**src/sv/mi4_pkg.sv**
```systemverilog
package mi4_pkg;

   // default fraction bits of every element and result
   localparam int FRACTION_BITS_DEF = 16;
   // exact intermediate width for products, sums and the quotient search
   localparam int WIDE_BITS = 192;
   localparam int ELEM_BITS = 32;
   localparam int ELEM_COUNT = 16;
   localparam int INDEX_BITS = $clog2(ELEM_COUNT);
   // permutations of a 3x3 minor
   localparam int PERM_COUNT = 6;

   typedef struct packed {
      logic signed [ELEM_BITS-1:0] element_value;
      logic [INDEX_BITS-1:0]       element_index;
      logic                        start_req;
   } req_type;

   typedef struct packed {
      logic signed [ELEM_BITS-1:0] result_value;
      logic [INDEX_BITS-1:0]       result_index;
      logic                        singular;
      logic                        saturated;
      logic                        last;
   } rsp_type;

   // controller to datapath commands
   typedef struct packed {
      logic                  store;
      logic                  ram_rd;
      logic [INDEX_BITS-1:0] ram_addr;
      logic                  p_load;
      logic                  mul_start;
      logic                  mul_from_c;
      logic                  c_clear;
      logic                  c_acc;
      logic                  c_neg;
      logic                  det_clear;
      logic                  det_acc;
      logic                  div_start;
      logic                  out_load;
      logic                  out_ident;
      logic [INDEX_BITS-1:0] out_index;
   } mi4_cmd_type;

   // datapath to controller status
   typedef struct packed {
      logic mul_done;
      logic div_done;
      logic det_zero;
      logic out_free;
   } mi4_status_type;

   // column of the minor picked by factor fac under permutation perm
   function automatic logic [1:0] perm_pick(input logic [2:0] perm, input logic [1:0] fac);
      logic [5:0] tab;
      begin
         unique case (perm)
            3'd0: tab = {2'd2, 2'd1, 2'd0};
            3'd1: tab = {2'd1, 2'd2, 2'd0};
            3'd2: tab = {2'd2, 2'd0, 2'd1};
            3'd3: tab = {2'd0, 2'd2, 2'd1};
            3'd4: tab = {2'd1, 2'd0, 2'd2};
            3'd5: tab = {2'd0, 2'd1, 2'd2};
            default: tab = {2'd2, 2'd1, 2'd0};
         endcase
         case (fac)
            2'd0: perm_pick = tab[1:0];
            2'd1: perm_pick = tab[3:2];
            default: perm_pick = tab[5:4];
         endcase
      end
   endfunction

   // odd permutations subtract
   function automatic logic perm_neg(input logic [2:0] perm);
      perm_neg = (perm == 3'd1) || (perm == 3'd2) || (perm == 3'd5);
   endfunction

   // skip the excluded line when mapping a minor index to a full index
   function automatic logic [1:0] skip_line(input logic [1:0] m, input logic [1:0] excl);
      skip_line = (m < excl) ? m : 2'(m + 2'd1);
   endfunction

   // store address of minor element (fac, perm_pick) of cofactor (row, col)
   function automatic logic [INDEX_BITS-1:0] elem_addr(input logic [1:0] row,
                                                       input logic [1:0] col,
                                                       input logic [2:0] perm,
                                                       input logic [1:0] fac);
      elem_addr = {skip_line(perm_pick(perm, fac), col), skip_line(fac, row)};
   endfunction

endpackage

```
**src/sv/mi4_ctrl.sv**
```systemverilog
module mi4_ctrl import mi4_pkg::*; (
   input  logic           clock,
   input  logic           reset,
   input  logic           req_valid,
   input  logic           req_start,
   output logic           req_ready,
   input  mi4_status_type status,
   output mi4_cmd_type    cmd
);
   typedef enum logic [13:0] {
      ST_IDLE     = 14'b00000000000001,
      ST_COF_INIT = 14'b00000000000010,
      ST_COF_RD   = 14'b00000000000100,
      ST_COF_LD   = 14'b00000000001000,
      ST_COF_MUL  = 14'b00000000010000,
      ST_COF_ACC  = 14'b00000000100000,
      ST_DET_RD   = 14'b00000001000000,
      ST_DET_LD   = 14'b00000010000000,
      ST_DET_MUL  = 14'b00000100000000,
      ST_DET_ACC  = 14'b00001000000000,
      ST_CHECK    = 14'b00010000000000,
      ST_IDENT    = 14'b00100000000000,
      ST_DIV      = 14'b01000000000000,
      ST_EMIT     = 14'b10000000000000
   } state_type;

   state_type state_ff, state_in;
   logic [2:0] perm_ff, perm_in;
   logic [1:0] fac_ff, fac_in, j_ff, j_in;
   logic [INDEX_BITS-1:0] k_ff, k_in;
   logic det_phase_ff, det_phase_in;
   logic [1:0] row, col;
   logic accept;

   // cofactor position: first row during the determinant, else item k
   assign row = det_phase_ff ? 2'd0 : k_ff[3:2];
   assign col = det_phase_ff ? j_ff : k_ff[1:0];
   assign req_ready = (state_ff == ST_IDLE);
   assign accept = req_valid && req_ready;

   always_comb begin
      state_in = state_ff;
      perm_in = perm_ff;
      fac_in = fac_ff;
      j_in = j_ff;
      k_in = k_ff;
      det_phase_in = det_phase_ff;
      cmd = '0;
      cmd.store = accept;
      cmd.ram_addr = elem_addr(row, col, perm_ff, fac_ff);
      cmd.out_index = k_ff;
      cmd.c_neg = perm_neg(perm_ff) ^ row[0] ^ col[0];
      unique case (state_ff)
         ST_IDLE: begin
            if (accept && req_start) begin
               det_phase_in = 1'b1;
               j_in = '0;
               cmd.det_clear = 1'b1;
               state_in = ST_COF_INIT;
            end
         end
         ST_COF_INIT: begin
            cmd.c_clear = 1'b1;
            perm_in = '0;
            fac_in = '0;
            state_in = ST_COF_RD;
         end
         ST_COF_RD: begin
            cmd.ram_rd = 1'b1;
            state_in = ST_COF_LD;
         end
         ST_COF_LD: begin
            if (fac_ff == 2'd0) begin
               cmd.p_load = 1'b1;
               fac_in = 2'd1;
               state_in = ST_COF_RD;
            end else begin
               cmd.mul_start = 1'b1;
               state_in = ST_COF_MUL;
            end
         end
         ST_COF_MUL: begin
            if (status.mul_done) begin
               if (fac_ff == 2'd2) begin
                  state_in = ST_COF_ACC;
               end else begin
                  fac_in = fac_ff + 2'd1;
                  state_in = ST_COF_RD;
               end
            end
         end
         ST_COF_ACC: begin
            cmd.c_acc = 1'b1;
            fac_in = '0;
            if (perm_ff == 3'(PERM_COUNT - 1)) begin
               state_in = det_phase_ff ? ST_DET_RD : ST_DIV;
               cmd.ram_addr = {j_ff, 2'd0};
            end else begin
               perm_in = perm_ff + 3'd1;
               state_in = ST_COF_RD;
            end
         end
         ST_DET_RD: begin
            cmd.ram_rd = 1'b1;
            cmd.ram_addr = {j_ff, 2'd0};
            state_in = ST_DET_LD;
         end
         ST_DET_LD: begin
            cmd.mul_start = 1'b1;
            cmd.mul_from_c = 1'b1;
            state_in = ST_DET_MUL;
         end
         ST_DET_MUL: begin
            if (status.mul_done) begin
               state_in = ST_DET_ACC;
            end
         end
         ST_DET_ACC: begin
            cmd.det_acc = 1'b1;
            if (j_ff == 2'd3) begin
               state_in = ST_CHECK;
            end else begin
               j_in = j_ff + 2'd1;
               state_in = ST_COF_INIT;
            end
         end
         ST_CHECK: begin
            det_phase_in = 1'b0;
            k_in = '0;
            state_in = status.det_zero ? ST_IDENT : ST_COF_INIT;
         end
         ST_IDENT: begin
            if (status.out_free) begin
               cmd.out_load = 1'b1;
               cmd.out_ident = 1'b1;
               k_in = k_ff + 1'b1;
               if (k_ff == INDEX_BITS'(ELEM_COUNT - 1)) begin
                  state_in = ST_IDLE;
               end
            end
         end
         ST_DIV: begin
            // start in the cycle after the last cofactor term is added, then wait
            if (!status.div_done && (perm_ff != 3'd0)) begin
               cmd.div_start = 1'b1;
               perm_in = '0;
            end else if (status.div_done) begin
               state_in = ST_EMIT;
            end
         end
         ST_EMIT: begin
            if (status.out_free) begin
               cmd.out_load = 1'b1;
               k_in = k_ff + 1'b1;
               state_in = (k_ff == INDEX_BITS'(ELEM_COUNT - 1)) ? ST_IDLE : ST_COF_INIT;
            end
         end
         default: state_in = ST_IDLE;
      endcase
   end

   always_ff @(posedge clock) begin
      if (reset) begin
         state_ff <= ST_IDLE;
         perm_ff <= '0;
         fac_ff <= '0;
         j_ff <= '0;
         k_ff <= '0;
         det_phase_ff <= 1'b0;
      end else begin
         state_ff <= state_in;
         perm_ff <= perm_in;
         fac_ff <= fac_in;
         j_ff <= j_in;
         k_ff <= k_in;
         det_phase_ff <= det_phase_in;
      end
   end

   // a request is taken only while nothing is in flight
   a_accept_idle: assert property (@(posedge clock) disable iff (reset)
      accept |-> !status.div_done && !status.mul_done)
      else $error("request taken while busy");

   // a start request always leads into the determinant
   a_start_det: assert property (@(posedge clock) disable iff (reset)
      (accept && req_start) |=> (state_ff == ST_COF_INIT) && det_phase_ff)
      else $error("start did not begin determinant");

   // results are loaded only after the determinant phase ends
   a_emit_phase: assert property (@(posedge clock) disable iff (reset)
      cmd.out_load |-> !det_phase_ff)
      else $error("result loaded during determinant");
endmodule

```
**config.mk**
```make
export PLATFORM = sky130hd
export DESIGN_NAME = mi4_ctrl
export DESIGN_NICKNAME = d
export VERILOG_FILES = /design/src/sv/mi4_pkg.sv /design/src/sv/mi4_ctrl.sv
export SDC_FILE = /design/constraint.sdc
export NUM_CORES = 1
export LEC_CHECK = 0
export BUFFER_PORTS_ARGS = -buffer_cell sky130_fd_sc_hd__buf_2
export CORE_MARGIN = 4
export CORE_UTILIZATION = 51
export CTS_CLUSTER_SIZE = 10
export DETAILED_ROUTE_END_ITERATION = 8
export PLACE_DENSITY = 0.87
export SYNTH_ARGS = -nofsm -noshare
export SYNTH_HDL_FRONTEND = slang
export SYNTH_SLANG_ARGS = --single-unit
```
**constraint.sdc**
```tcl
create_clock -name clock -period 2.5 [get_ports clock]
set_input_delay 0.5 -clock clock [delete_from_list [all_inputs] [get_ports clock]]
set_output_delay 0.5 -clock clock [all_outputs]
set_load 0.01 [all_outputs]
```
==> impl_metrics.tcl, run 1 <==
set metrics [dict create \
    first_pass_iters 4 \
    layout-drive-gt1-share 0.357 \
    min_to "state_ff[11]" \
    setup_slack_ns -0.446 \
    hold_path_depth 3 \
    cap_violations 0 \
    ys.flop_type "dfxtp_1" \
    power_density_mw_per_mm2 385 \
    synth-compound-area-share 0.160 \
    gp_congestion 0.921 \
    hold_start "status[1]" \
    path_clk_slew_ns 0.10 \
    fin_setup_tns_ns -0.839 \
    crit_path_max_incr_delay_ns 0.39 \
    antenna_found_initial 0 \
    hold-worst-slack_ns 0.486 \
    drt-initial-drc-count 127 \
    tightest_slew_ns 0.489 \
    ir_drop_mv 0.301 \
    netlist_instances 248 \
    critPathSlowestCell "dfxtp_4" \
    use_met2 0.406 \
    grt_max_degree 24 \
    dp_hpwl_mm 4.07 \
    nFillCells 302 \
    leakage_nw 1.09 \
    final_nets 326 \
    cts.path.max_buffers 2 \
    synthesis.area_sq_mm 0.00192 \
    drc_errors 0 \
    vias 2125 \
    grt_pass1_vias 1991 \
    reg2regPathDepth 10 \
    synth_top_family_by_area "simple AND/OR/NAND/NOR gates" \
    start_util 0.525 \
    io-pin-count 30 \
    crit_type "register to output pin" \
    grt_use_met1 0.285 \
    wire_per_inst_microns 16.7 \
    clkLatencyLatePin_ns 0.27 \
    finalWirelength_mm 5.89 \
    die_x_microns 69.4 \
    cts.sinks 26 \
    slew-limit-headroom 0.673 \
    yosys-top-cells-count "nor2_1, dfxtp_1, nand2_1" \
    synth_area_leaders "dfxtp_1, ha_1, nor2_1, nor4b_1, nand2_1" \
    synthXorXnorAreaFrac 0.0410 \
    worstPathCellList "ha_4, ha_4, nor3_4, a21oi_2, a2bb2oi_2, o2111ai_2, ha_1, nor2_2, a311oi_2, xnor2_1, o21ai_1, buf_2" \
    place_ws_ns -0.359 \
    setup_violations 2 \
    status "finished, violations left" \
    core_sq_mm 0.00366 \
    fmax_mhz 339 \
    synth_seq_cells 26 \
    path_common_cell "ha_4" \
    cts_tree "yes" \
    cts_hold_repair.buffers 0 \
    worstPathRequired_ns 2.00 \
    ant_nets 0 \
    instances_no_fill 353 \
    die_area_sq_mm 0.00481 \
    top_usage_layer "met2" \
    clock_skew_ns 0.00275 \
    fin_crit_ns 2.95 \
    yosysTopAreaCellShare 0.271 \
    r2r-start "state_ff[1]" \
    ys_seq_area_frac 0.271 \
    violations "setup timing" \
    r2r-end "state_ff[13]" \
    cts_inserted_buffers 3 \
    hold_viol 0 \
    hp-class "primary input to register" \
    root_buffer "clkbuf_8" \
    port_buffers 29 \
    synthToLayoutAreaGrowth_pct 35.9 \
    syn_area_per_cell_sq_um 7.75 \
    dpl_cell_area_sq_mm 0.00229 \
    synth_fa_ha_area_frac 0.0781 \
    use_met3 0.0246 \
    synth_enable_flop_cells 0 \
    synth_cell_type_count 54 \
    start_kind "register" \
    fp.dieH_microns 69.4 \
    grt_pass1_wl_mm 9.20 \
    syn_nets 268 \
    arrival_ns 2.45 \
    reg2reg_slack_ns 0.04 \
    synth_most_common_cell "nor2_1" \
    finalInstanceArea_sq_mm 0.00261 \
    cts_max_level 1 \
    placedCellCount 341 \
    critPathCaptureType "output pin" \
    n_antenna_cell 0 \
    async_flop_share 0 \
    num_rows 22 \
    drv_slew 0 \
    viasPerCell 6.02 \
    synthMuxAreaShare 0.0319 \
    grt_overflow 0 \
    worstPathMaxFanout 4 \
    grtUsageTotal 0.228 \
    yosysTopAreaCell "dfxtp_1" \
    yosysWarnings 0 \
    synth-simple-area-share 0.355 \
    fin_crit_sh 1.18 \
    rsz0062_at_grt "yes" \
]
sequential cells by signal, indices dropped and copies added, names as in the netlist:
register / flops
state_ff: 14
k_ff: 4
perm_ff: 3
fac_ff: 2
j_ff: 2
det_phase_ff: 1
how the worst max path moves through the flow:
stage,cells past startpoint,startpoint,to
after floorplan,11,perm_ff[0],cmd[18]
after global placement,12,perm_ff[0],cmd[18]
after detailed placement,12,perm_ff[0],cmd[18]
after CTS,12,perm_ff[0],cmd[18]
after global routing,12,perm_ff[0],cmd[18]
final,12,perm_ff[0],cmd[18]
power by group:
part	internal, mW	leakage [nW]	total [mW]	switching [mW]
combinational	0.0914	0.842	0.207	0.116
clock	0.214	0.0357	0.356	0.142
sequential	0.422	0.212	0.443	0.0210
total	0.727	1.09	1.01	0.279
per-layer routing:
layer / wire [microns] / vias up
met5: 0 / -
met2: 3020 / 101
met3: 336 / 24
li1: - / 1017
met1: 2330 / 983
met4: 204 / 0
final cells by class:
cell class / count / area [sq um] / share of cell area
timing repair buffer: 67 / 438 / 0.168
clock buffer: 3 / 41.3 / 0.0158
tap: 48 / 60.1 / 0.0230
sequential: 26 / 529 / 0.203
clock inverter: 1 / 30.0 / 0.0115
multi-input combinational: 197 / 1470 / 0.563
inverter: 11 / 43.8 / 0.0168
worst max-delay path, delay by kind of cell, from the launching register on:
| family | cells | cell delay (ns) |
|---|---|---|
| flops | 1 | 0.39 |
| buf+inv | 1 | 0.13 |
| fa+ha+maj | 3 | 0.62 |
| xor+xnor | 1 | 0.16 |
| compound gates | 5 | 0.58 |
| simple gates | 2 | 0.30 |
through the flow:
step	util	power, mW
2_1_floorplan	-	0.581
4_1_cts	0.685	0.966
6_report	0.713	1.01
5_1_grt	0.713	1.04
3_5_place_dp	0.627	0.612
3_3_place_gp	0.627	0.610
logic make-up after synthesis:
family,after synthesis
flops,26
fa+ha+maj,12
buf+inv,25
xor+xnor,9
mux,6
simple gates,123
compound gates,47
layout by cell type, fill, tap and decap left out, types with 6 or more instances in the layout:
master   count
nor4b_1      7
buf_2       29
nand4_1      6
inv_1        8
nand2_1     17
nor2_1      31
nand3_1      8
buf_4       36
nor3_1      10
o21ai_0     10
a21oi_1     11
ha_1         6
dfxtp_1     23
repair_timing:
action	4_1_cts	5_1_grt
endpoints found under the setup margin	5	15
pin swaps	14	11
setup buffers	3	5
gates cloned	0	0
resized for setup	26	15
No activity file was read; power rests on OpenSTA's default activity.
==> inputs of run 2 (changes only) <==
CELL_PAD_IN_SITES_DETAIL_PLACEMENT = 1   (was default)
CELL_PAD_IN_SITES_GLOBAL_PLACEMENT = 2   (was default)
CORE_UTILIZATION = 29   (was 51)
GPL_ROUTABILITY_DRIVEN = 0   (was default)
PLACE_DENSITY = 0.85   (was 0.87)
==> impl_metrics.tcl, run 2 (synthesized netlist as in run 1, its figures left out) <==
set metrics [dict create \
    viasPerCell 5.43 \
    p_comb_frac 0.270 \
    rsz0062_at_grt "yes" \
    n_antenna_cell 0 \
    cts_max_level 1 \
    worstPathMaxFanout 6 \
    setup_violations 3 \
    grt_max_degree 24 \
    cts_tree "yes" \
    num_rows 29 \
    root_buffer "clkbuf_8" \
    fmax_mhz 332 \
    drt-initial-drc-count 63 \
    swShare 0.316 \
    tightest_slew_ns 0.616 \
    crit_type "register to output pin" \
    fp.dieH_microns 89.4 \
    clkLatencyLatePin_ns 0.27 \
    clkPwrFrac 0.263 \
    leakage_nw 1.13 \
    status "finished, violations left" \
    nFillCells 778 \
    fin_crit_ns 3.02 \
    slew-limit-headroom 0.584 \
    first_pass_iters 4 \
    cap_violations 0 \
    grtUsageTotal 0.174 \
    cts_inserted_buffers 3 \
    critPathCaptureType "output pin" \
    hold_viol 0 \
    start_util 0.301 \
    cts.path.max_buffers 2 \
    path_clk_slew_ns 0.10 \
    hp-class "primary input to register" \
    core_sq_mm 0.00639 \
    io-pin-count 30 \
    vias 2105 \
    maxUsedRoutingLayer "met4" \
    final_nets 333 \
    largest_reg_flops 14 \
    worstPathRequired_ns 2.00 \
    top_regs "state_ff (14), k_ff (4), perm_ff (3)" \
    port_buffers 29 \
    layout-drive-gt1-share 0.395 \
    arrival_ns 2.52 \
    drc_errors 0 \
    grt_pass1_vias 2173 \
    m1WireLength_mm 3.28 \
    largest_register "state_ff" \
    hold-worst-slack_ns 0.497 \
    wire_per_inst_microns 18.1 \
    grt_pass1_wl_mm 10.9 \
    mostFrequentLayoutCell "buf_4" \
    p_sw_mw 0.298 \
    fin_crit_sh 1.21 \
    total_power_mw 0.945 \
    violations "setup timing" \
    ant_nets 0 \
    intPower_mw 0.647 \
    clock_skew_ns 0.00554 \
    final_cell_mix "buf_4, nor2_1, buf_2, nand2_1, dfxtp_1" \
    antenna_found_initial 0 \
    cts_hold_repair.buffers 0 \
    synthToLayoutAreaGrowth_pct 41.7 \
    start_kind "register" \
    die_x_microns 89.4 \
    grt_overflow 0 \
    wl_met3_microns 227 \
    place_ws_ns -0.426 \
    ir_drop_mv 0.208 \
    finalWirelength_mm 7.01 \
    p_seq_frac 0.466 \
    dp_hpwl_mm 5.10 \
    power_density_mw_per_mm2 347 \
    met2_length_mm 3.39 \
    drv_slew 0 \
    die_area_sq_mm 0.00799 \
    cts.sinks 26 \
    setup_slack_ns -0.516 \
]
run 2: cell count changes in the layout (fill, tap and decap cells not counted), sizes merged:
cell,before,now
bufinv,1,0
buf,67,74
run 2: per-layer routing:
metal / vias up / GRT usage
met5: - / 0
met4: 0 / 0.0501
met3: 10 / 0.0249
met2: 48 / 0.289
met1: 1023 / 0.234
li1: 1024 / -
run 2: through the flow:
step           cell area (sq um)  setup TNS [ns]  instances  utilization
4_1_cts                     2580          -0.966        380        0.405
6_report                    2720          -0.940        388        0.426
3_5_place_dp                2360          -0.668        374        0.370
5_1_grt                     2720           -1.32        388        0.426
2_1_floorplan               1960          -0.112        248            -
3_3_place_gp                2360          -0.322        374        0.370
run 2: repair_timing:
item / CTS / global route
setup endpoints to repair: 6 / 8
buffers inserted: 3 / 8
gates resized for setup: 32 / 21
pin swaps: 13 / 13
run 2: final cells by class:
type / instances / area (sq um) / area share
multi-input combinational: 197 / 1510 / 0.556
inverter: 11 / 43.8 / 0.0161
sequential: 26 / 537 / 0.197
tap: 77 / 96.3 / 0.0354
clock buffer: 3 / 41.3 / 0.0152
timing repair buffer: 74 / 490 / 0.180
run 2: worst paths after layout:
path	start	end	slack [ns]	depth (start not counted)
setup / recovery	perm_ff[0]	cmd[18]	-0.52	11
hold / removal	status[1]	state_ff[11]	0.50	3
setup reg to reg	state_ff[3]	state_ff[3]	0.09	10
hold reg to reg	fac_ff[0]	fac_ff[0]	0.51	2
run 2: worst max-delay path: stages, from the launching register on:
cell and delay (ns):
dfxtp_4 0.38, buf_4 0.15, ha_4 0.17, buf_4 0.16, o211ai_1 0.19, o2111ai_2 0.19
ha_4 0.34, nor2_4 0.04, a311oi_4 0.24, xnor2_1 0.18, o21ai_1 0.08, buf_2 0.14
run 2: power groups by stage:
stage | Sequential [mW] | Combinational, mW | Clock (mW)
2_1_floorplan | 0.441 | 0.139 | 0
3_3_place_gp | 0.446 | 0.197 | 0
3_5_place_dp | 0.446 | 0.197 | 0
4_1_cts | 0.436 | 0.207 | 0.260
5_1_grt | 0.442 | 0.274 | 0.283
6_report | 0.441 | 0.255 | 0.249
==> inputs of run 3 (changes only) <==
CORE_MARGIN = default   (was 4)
==> impl_metrics.tcl, run 3 (synthesized netlist as in run 1, its figures left out) <==
set metrics [dict create \
    status "finished, violations left" \
    violations "setup timing" \
    reg2regPathDepth 7 \
    vias 2088 \
    critPathCaptureType "output pin" \
    clkLatencyLatePin_ns 0.28 \
    die_x_microns 83.4 \
    met2_length_mm 3.08 \
    n_antenna_cell 0 \
    synthToLayoutAreaGrowth_pct 36.4 \
    drt-initial-drc-count 105 \
    drc_errors 0 \
    start_util 0.301 \
    ir_drop_mv 0.232 \
    first_pass_iters 4 \
    hold_viol 0 \
    maxUsedRoutingLayer "met4" \
    crit_type "register to output pin" \
    cts_tree "yes" \
    path_clk_slew_ns 0.10 \
    core_sq_mm 0.00639 \
    grt_pass1_vias 2137 \
    hp-class "primary input to register" \
    ant_nets 0 \
    start_kind "register" \
    power_density_mw_per_mm2 347 \
    rsz0062_at_grt "yes" \
    grt_max_degree 24 \
    leakage_nw 1.09 \
    cap_violations 0 \
    cts.sinks 26 \
    cts_inserted_buffers 3 \
    num_rows 29 \
    root_buffer "clkbuf_8" \
    viasPerCell 5.47 \
    clock_skew_ns 0.00547 \
    place_ws_ns -0.351 \
    total_power_mw 0.910 \
    grt_pass1_wl_mm 10.5 \
    dp_hpwl_mm 4.85 \
    worstPathMaxFanout 4 \
    final_cell_mix "buf_4, nor2_1, buf_2, dfxtp_1, nand2_1" \
    drv_slew 0 \
    io-pin-count 30 \
    largest_reg_flops 14 \
    fin_crit_ns 2.99 \
    finalWirelength_mm 6.41 \
    wl_met3_microns 221 \
    hold-worst-slack_ns 0.481 \
    mostFrequentLayoutCell "buf_4" \
    slew-limit-headroom 0.585 \
    top_regs "state_ff (14), k_ff (4), perm_ff (3)" \
    grt_overflow 0 \
    arrival_ns 2.49 \
    fmax_mhz 335 \
    antenna_found_initial 0 \
    final_nets 327 \
    largest_register "state_ff" \
    m1WireLength_mm 3.10 \
    hold_path_depth 3 \
    wire_per_inst_microns 16.8 \
    die_area_sq_mm 0.00696 \
    port_buffers 29 \
    setup_slack_ns -0.487 \
    grtUsageTotal 0.185 \
    layout-drive-gt1-share 0.351 \
    tightest_slew_ns 0.614 \
    cts_max_level 1 \
    cts.path.max_buffers 2 \
    fp.dieH_microns 83.4 \
    fin_crit_sh 1.19 \
    worstPathRequired_ns 2.00 \
    setup_violations 2 \
]
-- run 3: changes by cell type in the layout (fill, tap and decap cells not counted), sizes merged --
cell | before | now
buf | 74 | 68
-- run 3: where the power goes --
part           internal (mW)  switching, mW
sequential             0.421         0.0154
combinational         0.0903          0.128
clock                  0.108          0.146
-- run 3: repair_timing --
| action | in CTS | in global routing |
|---|---|---|
| resized for setup | 25 | 15 |
| pin swaps | 15 | 5 |
| cloned | 0 | 0 |
| setup buffers | 2 | 2 |
| hold endpoints to repair | 0 | 0 |
| hold buffers | 0 | 0 |
| setup endpoints to repair | 7 | 7 |
-- run 3: critical path, stage by stage, from the launching register on --
cell,delay [ns]
dfxtp_4,0.38
inv_1,0.08
ha_2,0.22
nor3_2,0.05
a21oi_1,0.12
a2bb2oi_1,0.19
o2111ai_2,0.19
ha_4,0.33
nor2_2,0.04
a311oi_2,0.24
xnor2_1,0.12
o21ai_1,0.11
buf_2,0.14
-- run 3: cell type report --
cell class | count | area [sq um]
multi-input cells | 197 | 1460
clock buffers | 3 | 41.3
inverters | 11 | 43.8
repair buffers | 68 | 445
flip-flops and latches | 26 | 534
fillers | 799 | 3760
well taps | 77 | 96.3
-- run 3: per-layer routing --
metal,vias up,track usage
li1,1013,-
met1,1035,0.251
met2,38,0.314
met3,2,0.0209
met4,0,0.0376
met5,-,0
-- run 3: final timing paths --
check        slack [ns]   startpoint            to
max reg2reg        0.26  state_ff[4]  state_ff[10]
min                0.48    status[1]  state_ff[11]
min reg2reg        0.49    fac_ff[0]     fac_ff[0]
max               -0.49   perm_ff[1]       cmd[18]
-- run 3: stage by stage --
| stage | cells | TNS, ns | cell area [sq um] | util |
|---|---|---|---|---|
| final | 382 | -0.834 | 2620 | 0.410 |
| after global routing | 382 | -1.15 | 2620 | 0.410 |
| after CTS | 380 | -0.926 | 2540 | 0.398 |
| after detailed placement | 375 | -0.534 | 2370 | 0.371 |
| after global placement | 375 | -0.352 | 2370 | 0.371 |
| after floorplan | 248 | -0.112 | 1960 | - |
